`src/rtl/dlv_pkg.sv`:
```
// ----------------------------------------------------------------------------
// dlv_pkg
// Types, constants and helper functions of the delimited record validator.
// ----------------------------------------------------------------------------
package dlv_pkg;

  localparam int unsigned FIELD_COUNT = 6;
  localparam int unsigned IDX_W       = 3;
  localparam int unsigned VAL_W       = 14;
  localparam int unsigned SVAL_W      = VAL_W + 1;
  localparam int unsigned MAC_W       = 17;

  localparam logic [VAL_W-1:0] ACC_SAT = 14'd10000;

  localparam logic [7:0] CH_SEMI  = 8'h3B;
  localparam logic [7:0] CH_PLUS  = 8'h2B;
  localparam logic [7:0] CH_MINUS = 8'h2D;
  localparam logic [7:0] CH_ZERO  = 8'h30;
  localparam logic [7:0] CH_NINE  = 8'h39;
  localparam logic [7:0] CH_SPACE = 8'h20;
  localparam logic [7:0] CH_TAB   = 8'h09;
  localparam logic [7:0] CH_CR    = 8'h0D;

  localparam logic [IDX_W-1:0] IDX_YEAR   = 3'd0;
  localparam logic [IDX_W-1:0] IDX_MONTH  = 3'd1;
  localparam logic [IDX_W-1:0] IDX_DAY    = 3'd2;
  localparam logic [IDX_W-1:0] IDX_HOUR   = 3'd3;
  localparam logic [IDX_W-1:0] IDX_MINUTE = 3'd4;
  localparam logic [IDX_W-1:0] IDX_TEMP   = 3'd5;
  localparam logic [IDX_W-1:0] IDX_FULL   = 3'd6;

  typedef enum logic [2:0] {
    PH_BETWEEN = 3'd0,
    PH_LEAD    = 3'd1,
    PH_SIGN    = 3'd2,
    PH_DIGITS  = 3'd3,
    PH_BAD     = 3'd4,
    PH_IGNORE  = 3'd5
  } phase_e;

  typedef logic [VAL_W-1:0]         val_t;
  typedef logic signed [SVAL_W-1:0] sval_t;

  function automatic logic is_ws(input logic [7:0] c);
    return (c == CH_SPACE) || ((c >= CH_TAB) && (c <= CH_CR));
  endfunction

  function automatic logic is_digit(input logic [7:0] c);
    return (c >= CH_ZERO) && (c <= CH_NINE);
  endfunction

  function automatic sval_t range_lo(input logic [IDX_W-1:0] idx);
    sval_t lo;
    unique case (idx)
      IDX_YEAR:   lo = 15'sd1000;
      IDX_MONTH:  lo = 15'sd1;
      IDX_DAY:    lo = 15'sd1;
      IDX_HOUR:   lo = 15'sd0;
      IDX_MINUTE: lo = 15'sd0;
      IDX_TEMP:   lo = -15'sd99;
      default:    lo = 15'sd1;
    endcase
    return lo;
  endfunction

  function automatic sval_t range_hi(input logic [IDX_W-1:0] idx);
    sval_t hi;
    unique case (idx)
      IDX_YEAR:   hi = 15'sd9999;
      IDX_MONTH:  hi = 15'sd12;
      IDX_DAY:    hi = 15'sd31;
      IDX_HOUR:   hi = 15'sd23;
      IDX_MINUTE: hi = 15'sd59;
      IDX_TEMP:   hi = 15'sd99;
      default:    hi = 15'sd0;
    endcase
    return hi;
  endfunction

endpackage

```
`src/rtl/dlv_in_if.sv`:
```
// ----------------------------------------------------------------------------
// dlv_in_if
// Byte request channel of the delimited record validator.
// ----------------------------------------------------------------------------
interface dlv_in_if;
  logic       valid;
  logic       ready;
  logic [7:0] ch;
  logic       line_end;

  modport source (output valid, output ch, output line_end, input ready);
  modport sink   (input valid, input ch, input line_end, output ready);
endinterface

```
`src/rtl/dlv_out_if.sv`:
```
// ----------------------------------------------------------------------------
// dlv_out_if
// Record request channel of the delimited record validator.
// ----------------------------------------------------------------------------
interface dlv_out_if;
  logic               valid;
  logic               ready;
  logic               ok;
  logic [13:0]        year;
  logic [3:0]         month;
  logic [4:0]         day;
  logic [4:0]         hour;
  logic [5:0]         minute;
  logic signed [7:0]  temperature;
  logic [23:0]        good_line_count;

  modport source (output valid, output ok, output year, output month, output day,
                  output hour, output minute, output temperature,
                  output good_line_count, input ready);
  modport sink   (input valid, input ok, input year, input month, input day,
                  input hour, input minute, input temperature,
                  input good_line_count, output ready);
endinterface

```
`src/rtl/delimited_record_validator.sv`:
```
// a line-end request gives its record in the register in the cycle after acceptance
// throughput: one byte request per cycle; input stalls only while a record waits and
//   the output is not ready
// the per-byte parser state updates in the accepting cycle (multiply-by-ten add, range check)
// reset: line state and the good-line counter clear, no record is pending
// ----------------------------------------------------------------------------
// delimited_record_validator
// Splits a byte stream on ';' into six numeric fields, range checks them and
// emits one record per line with the count of earlier good lines.
// ----------------------------------------------------------------------------
module delimited_record_validator
  import dlv_pkg::*;
#(
  parameter int unsigned COUNT_WIDTH = 24
) (
  input  logic        clk_i,
  input  logic        rst_ni,
  dlv_in_if.sink      in_if,
  dlv_out_if.source   out_if
);

  localparam int unsigned OUT_CNT_W = 24;

  phase_e                 phase_q, phase_d;
  logic [IDX_W-1:0]       idx_q, idx_d;
  val_t                   acc_q, acc_d;
  logic                   neg_q, neg_d;
  val_t                   vals_q [FIELD_COUNT];
  val_t                   vals_d [FIELD_COUNT];
  logic                   bad_q, bad_d;
  logic [COUNT_WIDTH-1:0] count_q, count_d;

  logic                   out_valid_q, out_valid_d;
  logic                   ok_q, ok_d;
  val_t                   year_q, year_d;
  logic [3:0]             month_q, month_d;
  logic [4:0]             day_q, day_d;
  logic [4:0]             hour_q, hour_d;
  logic [5:0]             minute_q, minute_d;
  logic [7:0]             temp_q, temp_d;
  logic [OUT_CNT_W-1:0]   glc_q, glc_d;

  logic                   accept;
  logic [31:0]            count_ext;

  assign in_if.ready = !out_valid_q || out_if.ready;
  assign accept      = in_if.valid && in_if.ready;
  assign count_ext   = 32'(count_q);

  always_comb begin
    sval_t            sval;
    logic             tok_ok;
    logic             need_close;
    val_t             vals_c [FIELD_COUNT];
    logic             bad_c;
    logic [IDX_W-1:0] idx_c;
    phase_e           phase_c;
    val_t             end_vals [FIELD_COUNT];
    logic             end_bad;
    logic [IDX_W-1:0] end_idx;
    logic             line_ok;
    phase_e           ph;
    logic [MAC_W-1:0] mac;

    phase_d = phase_q;
    idx_d   = idx_q;
    acc_d   = acc_q;
    neg_d   = neg_q;
    vals_d  = vals_q;
    bad_d   = bad_q;
    count_d = count_q;

    out_valid_d = out_valid_q && !out_if.ready;
    ok_d     = ok_q;
    year_d   = year_q;
    month_d  = month_q;
    day_d    = day_q;
    hour_d   = hour_q;
    minute_d = minute_q;
    temp_d   = temp_q;
    glc_d    = glc_q;

    // token close
    sval   = neg_q ? -$signed({1'b0, acc_q}) : $signed({1'b0, acc_q});
    tok_ok = (phase_q == PH_DIGITS) && (sval >= range_lo(idx_q)) && (sval <= range_hi(idx_q));
    vals_c = vals_q;
    for (int i = 0; i < FIELD_COUNT; i++) begin
      if (tok_ok && (idx_q == IDX_W'(i))) begin
        vals_c[i] = sval[VAL_W-1:0];
      end
    end
    bad_c   = bad_q || !tok_ok;
    idx_c   = idx_q + 1'b1;
    phase_c = (idx_c == IDX_FULL) ? PH_IGNORE : PH_BETWEEN;

    need_close = (phase_q != PH_BETWEEN) && (phase_q != PH_IGNORE);
    end_vals   = need_close ? vals_c : vals_q;
    end_bad    = need_close ? bad_c : bad_q;
    end_idx    = need_close ? idx_c : idx_q;
    line_ok    = !end_bad && (end_idx == IDX_FULL);

    ph  = phase_q;
    mac = '0;

    if (accept) begin
      if (in_if.line_end) begin
        out_valid_d = 1'b1;
        ok_d     = line_ok;
        year_d   = line_ok ? end_vals[IDX_YEAR] : '0;
        month_d  = line_ok ? end_vals[IDX_MONTH][3:0] : '0;
        day_d    = line_ok ? end_vals[IDX_DAY][4:0] : '0;
        hour_d   = line_ok ? end_vals[IDX_HOUR][4:0] : '0;
        minute_d = line_ok ? end_vals[IDX_MINUTE][5:0] : '0;
        temp_d   = line_ok ? end_vals[IDX_TEMP][7:0] : '0;
        glc_d    = count_ext[OUT_CNT_W-1:0];
        if (line_ok && (count_q != '1)) begin
          count_d = count_q + 1'b1;
        end
        phase_d = PH_BETWEEN;
        idx_d   = '0;
        acc_d   = '0;
        neg_d   = 1'b0;
        for (int i = 0; i < FIELD_COUNT; i++) begin
          vals_d[i] = '0;
        end
        bad_d = 1'b0;
      end else if (phase_q != PH_IGNORE) begin
        if (in_if.ch == CH_SEMI) begin
          if (phase_q != PH_BETWEEN) begin
            vals_d  = vals_c;
            bad_d   = bad_c;
            idx_d   = idx_c;
            phase_d = phase_c;
          end
        end else begin
          if (phase_q == PH_BETWEEN) begin
            ph      = PH_LEAD;
            phase_d = PH_LEAD;
            acc_d   = '0;
            neg_d   = 1'b0;
          end
          case (ph)
            PH_LEAD: begin
              if (is_ws(in_if.ch)) begin
                phase_d = PH_LEAD;
              end else if ((in_if.ch == CH_PLUS) || (in_if.ch == CH_MINUS)) begin
                neg_d   = (in_if.ch == CH_MINUS);
                phase_d = PH_SIGN;
              end else if (is_digit(in_if.ch)) begin
                acc_d   = VAL_W'(in_if.ch[3:0]);
                phase_d = PH_DIGITS;
              end else begin
                phase_d = PH_BAD;
              end
            end
            PH_SIGN: begin
              if (is_digit(in_if.ch)) begin
                acc_d   = VAL_W'(in_if.ch[3:0]);
                phase_d = PH_DIGITS;
              end else begin
                phase_d = PH_BAD;
              end
            end
            PH_DIGITS: begin
              if (is_digit(in_if.ch)) begin
                mac   = MAC_W'(acc_q) * MAC_W'(10) + MAC_W'(in_if.ch[3:0]);
                acc_d = (mac > MAC_W'(ACC_SAT)) ? ACC_SAT : mac[VAL_W-1:0];
              end else begin
                phase_d = PH_BAD;
              end
            end
            default: begin
            end
          endcase
        end
      end
    end
  end

  always_ff @(posedge clk_i or negedge rst_ni) begin
    if (!rst_ni) begin
      phase_q     <= PH_BETWEEN;
      idx_q       <= '0;
      acc_q       <= '0;
      neg_q       <= 1'b0;
      for (int i = 0; i < FIELD_COUNT; i++) begin
        vals_q[i] <= '0;
      end
      bad_q       <= 1'b0;
      count_q     <= '0;
      out_valid_q <= 1'b0;
    end else begin
      phase_q     <= phase_d;
      idx_q       <= idx_d;
      acc_q       <= acc_d;
      neg_q       <= neg_d;
      vals_q      <= vals_d;
      bad_q       <= bad_d;
      count_q     <= count_d;
      out_valid_q <= out_valid_d;
    end
  end

  always_ff @(posedge clk_i) begin
    ok_q     <= ok_d;
    year_q   <= year_d;
    month_q  <= month_d;
    day_q    <= day_d;
    hour_q   <= hour_d;
    minute_q <= minute_d;
    temp_q   <= temp_d;
    glc_q    <= glc_d;
  end

  assign out_if.valid           = out_valid_q;
  assign out_if.ok              = ok_q;
  assign out_if.year            = year_q;
  assign out_if.month           = month_q;
  assign out_if.day             = day_q;
  assign out_if.hour            = hour_q;
  assign out_if.minute          = minute_q;
  assign out_if.temperature     = $signed(temp_q);
  assign out_if.good_line_count = glc_q;

  // ignore phase only once all fields are closed
  a_ignore_full: assert property (@(posedge clk_i) disable iff (!rst_ni)
    (phase_q == PH_IGNORE) |-> (idx_q == IDX_FULL))
    else $error("ignore phase with open fields");

  a_idx_bound: assert property (@(posedge clk_i) disable iff (!rst_ni)
    idx_q <= IDX_FULL)
    else $error("field index beyond field count");

  // a line end always leaves a record pending
  a_end_record: assert property (@(posedge clk_i) disable iff (!rst_ni)
    (accept && in_if.line_end) |=> out_valid_q)
    else $error("line end without record");

  // bad records carry zero fields
  a_bad_zero: assert property (@(posedge clk_i) disable iff (!rst_ni)
    (out_valid_q && !ok_q) |-> ((year_q == '0) && (month_q == '0) && (day_q == '0) &&
                                (hour_q == '0) && (minute_q == '0) && (temp_q == '0)))
    else $error("invalid record with nonzero field");

  // good records lie in range
  a_ok_range: assert property (@(posedge clk_i) disable iff (!rst_ni)
    (out_valid_q && ok_q) |-> ((year_q >= 14'd1000) && (year_q <= 14'd9999) &&
                               (month_q >= 4'd1) && (month_q <= 4'd12) &&
                               (day_q >= 5'd1) && (hour_q <= 5'd23) &&
                               (minute_q <= 6'd59) &&
                               ($signed(temp_q) >= -8'sd99) && ($signed(temp_q) <= 8'sd99)))
    else $error("good record out of range");

  // a line end clears the per-line state
  a_line_clear: assert property (@(posedge clk_i) disable iff (!rst_ni)
    (accept && in_if.line_end) |=> ((phase_q == PH_BETWEEN) && (idx_q == '0) && !bad_q))
    else $error("line state not cleared");

endmodule

```
`src/flat_wrapper.sv`:
```
// flat-port wrapper written by rule: the top's interface ports become plain ports
module delimited_record_validator_flat import dlv_pkg::*;
#(
  parameter int unsigned COUNT_WIDTH = 24
)
  (clk_i, rst_ni, in_if_valid, in_if_ch, in_if_line_end, in_if_ready, out_if_valid, out_if_ok, out_if_year, out_if_month, out_if_day, out_if_hour, out_if_minute, out_if_temperature, out_if_good_line_count, out_if_ready);
  dlv_in_if in_if_i ();
  dlv_out_if out_if_i ();
  input  logic clk_i;
  input  logic rst_ni;
  input wire logic [$bits(in_if_i.valid)-1:0] in_if_valid;
  input wire logic [$bits(in_if_i.ch)-1:0] in_if_ch;
  input wire logic [$bits(in_if_i.line_end)-1:0] in_if_line_end;
  output wire logic [$bits(in_if_i.ready)-1:0] in_if_ready;
  output wire logic [$bits(out_if_i.valid)-1:0] out_if_valid;
  output wire logic [$bits(out_if_i.ok)-1:0] out_if_ok;
  output wire logic [$bits(out_if_i.year)-1:0] out_if_year;
  output wire logic [$bits(out_if_i.month)-1:0] out_if_month;
  output wire logic [$bits(out_if_i.day)-1:0] out_if_day;
  output wire logic [$bits(out_if_i.hour)-1:0] out_if_hour;
  output wire logic [$bits(out_if_i.minute)-1:0] out_if_minute;
  output wire logic [$bits(out_if_i.temperature)-1:0] out_if_temperature;
  output wire logic [$bits(out_if_i.good_line_count)-1:0] out_if_good_line_count;
  input wire logic [$bits(out_if_i.ready)-1:0] out_if_ready;
  assign in_if_i.valid = in_if_valid;
  assign in_if_i.ch = in_if_ch;
  assign in_if_i.line_end = in_if_line_end;
  assign in_if_ready = in_if_i.ready;
  assign out_if_valid = out_if_i.valid;
  assign out_if_ok = out_if_i.ok;
  assign out_if_year = out_if_i.year;
  assign out_if_month = out_if_i.month;
  assign out_if_day = out_if_i.day;
  assign out_if_hour = out_if_i.hour;
  assign out_if_minute = out_if_i.minute;
  assign out_if_temperature = out_if_i.temperature;
  assign out_if_good_line_count = out_if_i.good_line_count;
  assign out_if_i.ready = out_if_ready;
  delimited_record_validator #(.COUNT_WIDTH(COUNT_WIDTH)) u_core (.clk_i(clk_i), .rst_ni(rst_ni), .in_if(in_if_i), .out_if(out_if_i));
endmodule
```
`config.mk`:
```
export PLATFORM = sky130hd
export DESIGN_NAME = delimited_record_validator_flat
export DESIGN_NICKNAME = d
export VERILOG_FILES = /design/src/rtl/dlv_pkg.sv /design/src/rtl/dlv_in_if.sv /design/src/rtl/dlv_out_if.sv /design/src/rtl/delimited_record_validator.sv /design/src/flat_wrapper.sv
export SDC_FILE = /design/constraint.sdc
export NUM_CORES = 1
export LEC_CHECK = 0
export BUFFER_PORTS_ARGS = -buffer_cell sky130_fd_sc_hd__buf_2
export CAP_MARGIN = 0
export CORE_UTILIZATION = 45
export DETAILED_ROUTE_END_ITERATION = 8
export HOLD_SLACK_MARGIN = 0.02
export PLACE_DENSITY = 0.69
export SYNTH_ARGS = -nofsm -noshare
export SYNTH_HDL_FRONTEND = slang
export SYNTH_SLANG_ARGS = --single-unit
```
`constraint.sdc`:
```
create_clock -name clk_i -period 4.59 [get_ports clk_i]
set_clock_uncertainty 0.05 [all_clocks]
set_input_delay 1.1475 -clock clk_i [delete_from_list [all_inputs] [get_ports clk_i]]
set_output_delay 1.1475 -clock clk_i [all_outputs]
set_load 0.02 [all_outputs]
```
==> results of run 1 <==
sequential cells by signal (all words and copies together) (netlist names):
name,count
u_core.acc_q,14
u_core.bad_q,1
u_core.count_q,24
u_core.idx_q,3
u_core.neg_q,1
u_core.out_if.day,5
u_core.out_if.good_line_count,24
u_core.out_if.hour,5
u_core.out_if.minute,6
u_core.out_if.month,4
u_core.out_if.ok,1
u_core.out_if.temperature,8
u_core.out_if.valid,1
u_core.out_if.year,14
u_core.phase_q,3
u_core.vals_q,42
Yosys cell counts (3+ instances only):
cell type  instances
nand3b_1           3
ha_1              59
a32o_1             3
o21ai_0           76
mux2i_1           22
inv_1             32
o21ai_1            3
a31oi_1            5
or3_1              3
nand2_1          119
a211o_1            3
o21a_1             4
buf_2              7
edfxtp_1          67
o31ai_1           10
nor2b_1            6
nor3_1            17
or2_2              4
clkbuf_1          26
o41ai_1            3
xnor2_1           40
a2bb2oi_1          3
a21oi_1           43
nand2b_1           6
o211ai_1           5
and4_1             4
dfrtp_1           89
a22o_1             3
and3_1             6
and2_1             6
a211oi_1          14
nand3_1           32
mux2_2             3
nor2_1            96
a21o_1            16
nand4_1           16
nor4_1             5
xor2_1            12
stage by stage:
| step | setup slack [ps] | util, % | setup TNS [ps] | cell area, sq um | instances |
|---|---|---|---|---|---|
| floorplan | -20.6 | - | -29.4 | 8990 | 909 |
| global placement | 53.2 | 51.5 | 0 | 10000 | 1278 |
| detailed placement | -129 | 51.5 | -2240 | 10000 | 1278 |
| CTS | -18.3 | 55.0 | -32.5 | 10700 | 1314 |
| global route | -301 | 58.7 | -16900 | 11400 | 1337 |
| finish | -200 | 58.7 | -5940 | 11400 | 1337 |
layout make-up:
class | instances | share of cell area [%]
Multi-Input combinational cell | 690 | 43.3
Sequential cell | 156 | 37.1
Timing Repair Buffer | 162 | 10.3
Clock buffer | 19 | 4.06
Tap cell | 265 | 2.90
Clock inverter | 13 | 1.28
Inverter | 32 | 1.05
report_power, final:
group / internal, mW / leakage (nW) / switching (mW)
clock: 0.815 / 0.290 / 0.631
sequential: 1.49 / 1.87 / 0.0287
combinational: 0.133 / 2.96 / 0.242
total: 2.44 / 5.12 / 0.902
path summary, 6_finish.rpt:
path | from | endpoint | slack [ps] | depth (start not counted)
max | u_core.acc_q[3]$_DFFE_PN0P_ | u_core.count_q[6]$_DFFE_PN0P_ | -200 | 18
min | u_core.vals_q[1]$_DFFE_PN0P_ | u_core.vals_q[1]$_DFFE_PN0P_ | 430 | 2
max reg2reg | u_core.acc_q[3]$_DFFE_PN0P_ | u_core.count_q[6]$_DFFE_PN0P_ | -200 | 18
min reg2reg | u_core.vals_q[1]$_DFFE_PN0P_ | u_core.vals_q[1]$_DFFE_PN0P_ | 430 | 2
max in group asynchronous | rst_ni | u_core.count_q[6]$_DFFE_PN0P_ | 2880 | 2
min in group asynchronous | rst_ni | u_core.count_q[9]$_DFFE_PN0P_ | 800 | 1
kinds of logic (layout without fill, tap and decap cells):
| logic type | after synthesis | after routing |
|---|---|---|
| flip-flops | 156 | 156 |
| buffers and inverters | 65 | 226 |
| AO/OA/AOI/OAI | 215 | 215 |
| adder cells (fa/ha/maj) | 61 | 61 |
| AND/OR/NAND/NOR | 334 | 336 |
| XOR/XNOR | 53 | 53 |
| multiplexers | 25 | 25 |
worst max-delay path, cell delays in order (launching register included):
cell and delay, ps:
dfrtp_1 380, or4_4 540, or3_4 340, or4_4 420, or2_4 270, o31ai_4 260, inv_2 80, ha_4 270
nand4_1 160, nor4_2 270, a311oi_1 170, o21ai_1 110, o211ai_1 130, a21oi_4 200, a41oi_4 200, nor4b_4 280
buf_6 180, nand4_1 170, xnor2_2 200
metal layers:
metal / wire length (um) / up-vias / part of all wire (%) / GRT usage, %
li1: - / 3597 / - / -
met1: 10100 / 3623 / 43 / 28.2
met2: 11500 / 275 / 49 / 37.1
met3: 1300 / 38 / 5.5 / 3.99
met4: 529 / 0 / 2.3 / 8.77
met5: 0 / - / 0 / 0
repair_timing:
item,CTS,global route
gates resized for setup,11,143
buffers inserted,4,17
setup endpoints to repair,52,113
cloned,0,6
endpoints found under the hold margin,0,0
pin swaps,5,43
==> metrics.csv, run 1 <==
stage;metric;value;unit
place;Final HPWL DP;15.4;mm
synth;Synth top area share;24.9;%
timing;crit share post-route;104;%
floorplanning;die area;20400;sq um
final_layout;area grow syn2layout;28.0;%
routing;1st-iter DRT viols;622;
power;Pwr per Cell Area;292;nW/um^2
floorplanning;DIE WIDTH;143;um
timing;Worst-Margin Slew;1100;ps
timing;RSZ-0062 raised after global routing;true;
synth;syn_nets;983;
timing;worst hold margin;434;ps
synth;Synth Warn #;0;
global_route;largest net degree at the start of global routing;74;
synth;Post-synth EDFFs;67;
floorplanning;IO Count;82;
power;Lkg Pwr;5.12;nW
setup_path;Worst setup SP type;flip-flop;
routing;DRC viols;0;
final_layout;antenna cells;0;
synth;adder-cell share of the synthesized area;8.72;%
final_layout;sequential cell area;4240;sq um
synth;most common flop cell mapped by yosys;dfrtp_1;
timing;Final setup viols;88;
routing;total wire length;23.4;mm
place;GPL Wtd Cong;0.882;
job;maxcap violations;0;
synth;Synth area leader;dfrtp_1;
clock_network;CTS H-tree depth;4;
final_layout;# fillers;1604;
outcome;status;complete, but fails checks;
clock_network;Skew-Pair Late Insertion Delay;440;ps
final_layout;most common cell after layout, fill and taps aside;nand2_1;
timing;final hold vios;0;
clock_network;Clock transition at path regs;60;ps
synth;XOR/XNOR Fraction of Synth Area;5.28;%
synth;mean area per synthesized cell;9.82;sq um
final_layout;Nets;1133;
synth;largest family of logic cells by synthesized area;simple AND/OR/NAND/NOR gates;
synth;Synth Area in Simple Gates;17.4;%
timing;Max Clock Freq;0.209;GHz
hold_path;Hold Crit Class;reg -> reg;
routing;Vias/cell;5.63;
clock_network;root buf cell;clkbuf_16;
timing;Slew Limit Fails;0;
floorplanning;Core Footprint;19500;sq um
synth;mux contribution to synthesized area;2.84;%
setup_path;Data arrival, critical path;5050;ps
routing;DRT Pass-1 Iters;8;
global_route;GRT Resource Usage Total;22.1;%
synth;cell area after synthesis;8930;sq um
final_layout;layout cells sized above 1;27.2;%
timing;Min Clock Period, post-route;4790;ps
synth;post-synthesis compound-gate area fraction;15.5;%
floorplanning;Die Height;143;um
synth;flops & latches, synth;156;
power;VDD IR-drop max;195;uV
setup_path;Worst Path Max Fanout;10;
synth;Synth cell types;68;
synth;part of the Yosys area used for sequential elements;47.5;%
power;power after layout;3.34;mW
clock_network;CTS Hold Bufs;0;
setup_path;Crit path required time;4850;ps
final_layout;most frequent cells in the layout;98 x nand2_1, 90 x nor2_1, 89 x dfrtp_1, 81 x buf_2, 67 x edfxtp_1;
synth;Syn Inst Count;909;
global_route;vias in the first global route;6999;
routing;Vias;7533;
timing;fin worst setup slack;-200;ps
setup_path;crit path kind;reg -> reg;
routing;antenna viol nets, final;0;
floorplanning;starting density of the core;45.9;%
clock_network;clk sink count;156;
global_route;initial antenna violation count;0;
synth;asr flop ratio synth;57.1;%
place;Buffers on Ports;81;
clock_network;CTS tree;yes;
timing;Slew HR;26.1;%
clock_network;worst-case clock buffer depth;2;
floorplanning;FP Rows;51;
outcome;failing checks;setup timing;
global_route;global route total overflow;0;
global_route;global-route wire length before repair;35.1;mm
final_layout;Multi-input gate area;4950;sq um
setup_path;Crit. End Element;flip-flop;
routing;WL/cell;17.5;um
synth;synth top area cells;dfrtp_1 25%, edfxtp_1 23%, ha_1 8.3%;
clock_network;number of buffers created by CTS;17;
Power figures use the tool's default switching activity.
==> run 2, diff against run 1 <==
--- a/config.mk
+++ b/config.mk
@@ -8,4 +8,4 @@
 export BUFFER_PORTS_ARGS = -buffer_cell sky130_fd_sc_hd__buf_2
-export CAP_MARGIN = 0
 export CORE_UTILIZATION = 45
+export CTS_CLUSTER_DIAMETER = 120
 export DETAILED_ROUTE_END_ITERATION = 8
==> constraint.sdc (replaced) <==
create_clock -name clk_i -period 4.59 [get_ports clk_i]
set_clock_uncertainty 0.05 [all_clocks]
set_input_delay 0.918 -clock clk_i [delete_from_list [all_inputs] [get_ports clk_i]]
set_output_delay 0.918 -clock clk_i [all_outputs]
set_load 0.02 [all_outputs]
==> metrics.csv, run 2 (synthesized netlist as in run 1, its figures left out) <==
stage;metric;value;unit;change
outcome;status;complete, but fails checks;;
outcome;failing checks;setup timing;;
routing;1st-iter DRT viols;485;;-22%
clock_network;worst-case clock buffer depth;2;;unchanged
power;Int Power;2.35;mW;-3.6%
setup_path;Worst Path Max Fanout;7;;-3
setup_path;Reg2Reg Depth;20;;+2
hold_path;Hold Path Sink;u_core.vals_q[19]$_DFFE_PN0P_;;
hold_path;WHS Path Cells;2;;unchanged
routing;total wire length;22.1;mm;-5.8%
timing;Final setup viols;47;;-47%
clock_network;CTS tree;yes;;
setup_path;Cell Chain, Critical Path;or4_4, or3_4, or4_4, or2_4, o31ai_4, inv_1, ha_4, nand4_1, nor4_1, a311oi_1, o21ai_1, o211ai_1, a21oi_4, buf_4, buf_4, nand3_2, buf_6, a21o_1, nand2_1, o21ai_0;;
timing;Worst-Margin Slew;915;ps;-186 ps
routing;max layer used;met4;;
power;combinational power share;11.1;%;about the same
setup_path;CP top delay family;simple AND/OR/NAND/NOR gates;;
routing;WL/cell;16.6;um;-5.1%
floorplanning;Die Height;143;um;unchanged
timing;RSZ-0062 raised after global routing;true;;
setup_path;WP buf/inv;4;;+2
setup_path;crit path from;u_core.acc_q[3]$_DFFE_PN0P_;;
final_layout;layout cells sized above 1;23.4;%;-3.8 points
clock_network;number of buffers created by CTS;17;;unchanged
routing;metal3 WL;1.24;mm;-4.8%
floorplanning;IO Count;82;;unchanged
power;Net Sw Frac;28.2;%;+1.1 points
timing;Slew Limit Fails;0;;unchanged
setup_path;max incr delay on CP;540;ps;about the same
timing;Min Clock Period, post-route;4700;ps;-90.5 ps
clock_network;CTS Hold Bufs;0;;unchanged
routing;DRC viols;0;;unchanged
routing;Vias/cell;5.55;;-1.6%
floorplanning;die area;20400;sq um;unchanged
clock_network;CTS H-tree depth;4;;unchanged
final_layout;most frequent cells in the layout;113 x nand2_1, 92 x nor2_1, 88 x dfrtp_1, 82 x buf_2, 69 x o21ai_0;;
place;dpl cells;1276;;-0.16%
final_layout;post-route insts no fill;1327;;-0.75%
global_route;global-route wire length before repair;33.8;mm;-3.8%
timing;fin worst setup slack;-109;ps;+90.5 ps
clock_network;Clock transition at path regs;70;ps;about the same
setup_path;Worst setup SP type;flip-flop;;
timing;crit share post-route;102;%;-2.0 points
routing;antenna viol nets, final;0;;unchanged
global_route;largest net degree at the start of global routing;60;;-19%
final_layout;Reg with most FFs;u_core.vals_q;;
setup_path;Data arrival, critical path;4960;ps;-90 ps
power;Pwr per Cell Area;295;nW/um^2;+0.99%
clock_network;root buf cell;clkbuf_16;;
hold_path;Hold Crit Class;reg -> reg;;
floorplanning;starting density of the core;45.9;%;unchanged
power;clock group share of total power;42.5;%;-0.8 points
final_layout;area grow syn2layout;24.0;%;
power;Lkg Pwr;4.97;nW;-3.0%
setup_path;Crit. End Element;flip-flop;;
global_route;GRT Resource Usage Total;21.2;%;-0.90 points
setup_path;Crit path required time;4850;ps;about the same
final_layout;post-layout util;56.9;%;-1.8 points
routing;met2 wire length;10.5;mm;-8.9%
routing;met1 WL;9.73;mm;-3.2%
floorplanning;DIE WIDTH;143;um;unchanged
timing;final hold vios;0;;unchanged
setup_path;Reg2Reg Setup Slack;-110;ps;+90 ps
clock_network;clk sink count;156;;unchanged
final_layout;antenna cells;0;;unchanged
power;P_sw;920;uW;+2.0%
floorplanning;FP Rows;51;;unchanged
timing;Slew HR;38.6;%;+13 points
final_layout;most common cell after layout, fill and taps aside;nand2_1;;
timing;Max Clock Freq;0.213;GHz;+1.9%
setup_path;crit path kind;reg -> reg;;
power;sequential power share;46.4;%;+1.0 points
global_route;vias in the first global route;6704;;-4.2%
clock_network;Skew-Pair Late Insertion Delay;430;ps;about the same
setup_path;worst r2r src;u_core.acc_q[3]$_DFFE_PN0P_;;
job;maxcap violations;0;;unchanged
place;Buffers on Ports;81;;unchanged
floorplanning;Core Footprint;19500;sq um;unchanged
hold_path;min-delay src;u_core.vals_q[19]$_DFFE_PN0P_;;
global_route;initial antenna violation count;0;;unchanged
setup_path;slowest CP cell;or4_4;;
place;Final HPWL DP;15.1;mm;-1.6%
place;GPL Wtd Cong;0.883;;about the same
routing;DRT Pass-1 Iters;5;;-3
final_layout;Nets;1123;;-0.88%
global_route;global route total overflow;0;;unchanged
setup_path;terminus of the critical flop-to-flop path;u_core.vals_q[57]$_DFFE_PN0P_;;
power;VDD IR-drop max;225;uV;+15%
routing;Vias;7360;;-2.3%
final_layout;Largest register FFs;42;;unchanged
## run 2: cell types whose count changed in the layout (fill, tap and decap cells not counted), sizes merged
cell / change
bufinv: -1
inv: +1
clkbuf: -2
clkinvlp: -1
nand2: -2
buf: -8
clkinv: +3
## run 2: how the worst max path moves through the flow
stage	end	slack, ps	depth (start not counted)
after floorplan	u_core.count_q[20]$_DFFE_PN0P_	-20	18
after global placement	u_core.out_if.day[3]$_SDFFCE_PN0P_	60	18
after detailed placement	u_core.vals_q[78]$_DFFE_PN0P_	-60	19
after CTS	u_core.count_q[23]$_DFFE_PN0P_	-3	18
after global routing	u_core.vals_q[59]$_DFFE_PN0P_	-330	20
final	u_core.vals_q[57]$_DFFE_PN0P_	-110	20
## run 2: cell type report
class	instances	area, sq um
inverter	32	120
clock buffer	17	425
clock inverter	15	171
fill	1619	8390
multi-input combinational	688	4720
timing repair buffer	154	1070
tap	265	332
sequential	156	4240
## run 2: worst register-to-register path, stage by stage (launching register included)
cell      delay, ps
dfrtp_1         380
or4_4           540
or3_4           340
or4_4           430
or2_4           270
o31ai_4         240
inv_1           110
ha_4            270
nand4_1         130
nor4_1          260
a311oi_1        140
o21ai_1         100
o211ai_1        130
a21oi_4         180
buf_4           190
buf_4           170
nand3_2         110
buf_6           160
a21o_1          220
nand2_1          70
o21ai_0          80
## run 2: power groups by stage
stage / combinational [mW] / clock (mW) / sequential [mW]
after floorplan: 0.200 / 0 / 1.57
after global placement: 0.348 / 0 / 1.54
after detailed placement: 0.352 / 0 / 1.54
after CTS: 0.355 / 1.40 / 1.52
after global routing: 0.402 / 1.46 / 1.52
final: 0.363 / 1.39 / 1.52
## run 2: stage by stage
stage | total power, mW | hold WS, ps | worst slack (ps) | TNS [ps] | instance area, sq um
finish | 3.27 | 431 | -109 | -1870 | 11100
global route | 3.38 | 448 | -329 | -18890 | 11100
CTS | 3.28 | 434 | -3.32 | -3.32 | 10600
detailed placement | 1.90 | 420 | -64.5 | -688 | 10000
global placement | 1.89 | 411 | 58.6 | 0 | 10000
floorplan | 1.77 | 398 | -20.6 | -29.4 | 8990
## run 2: per-layer routing
metal  vias to the layer above  GRT usage [%]
met5                         -              0
met4                         0           7.87
met3                        43           3.52
met2                       268           35.0
met1                      3478           28.0
li1                       3571              -
## run 2: repair_timing
item / CTS / global route
setup endpoints to repair: 23 / 119
pin swaps: 3 / 16
buffers inserted: 2 / 11
cloned: 0 / 7
resized for setup: 6 / 66
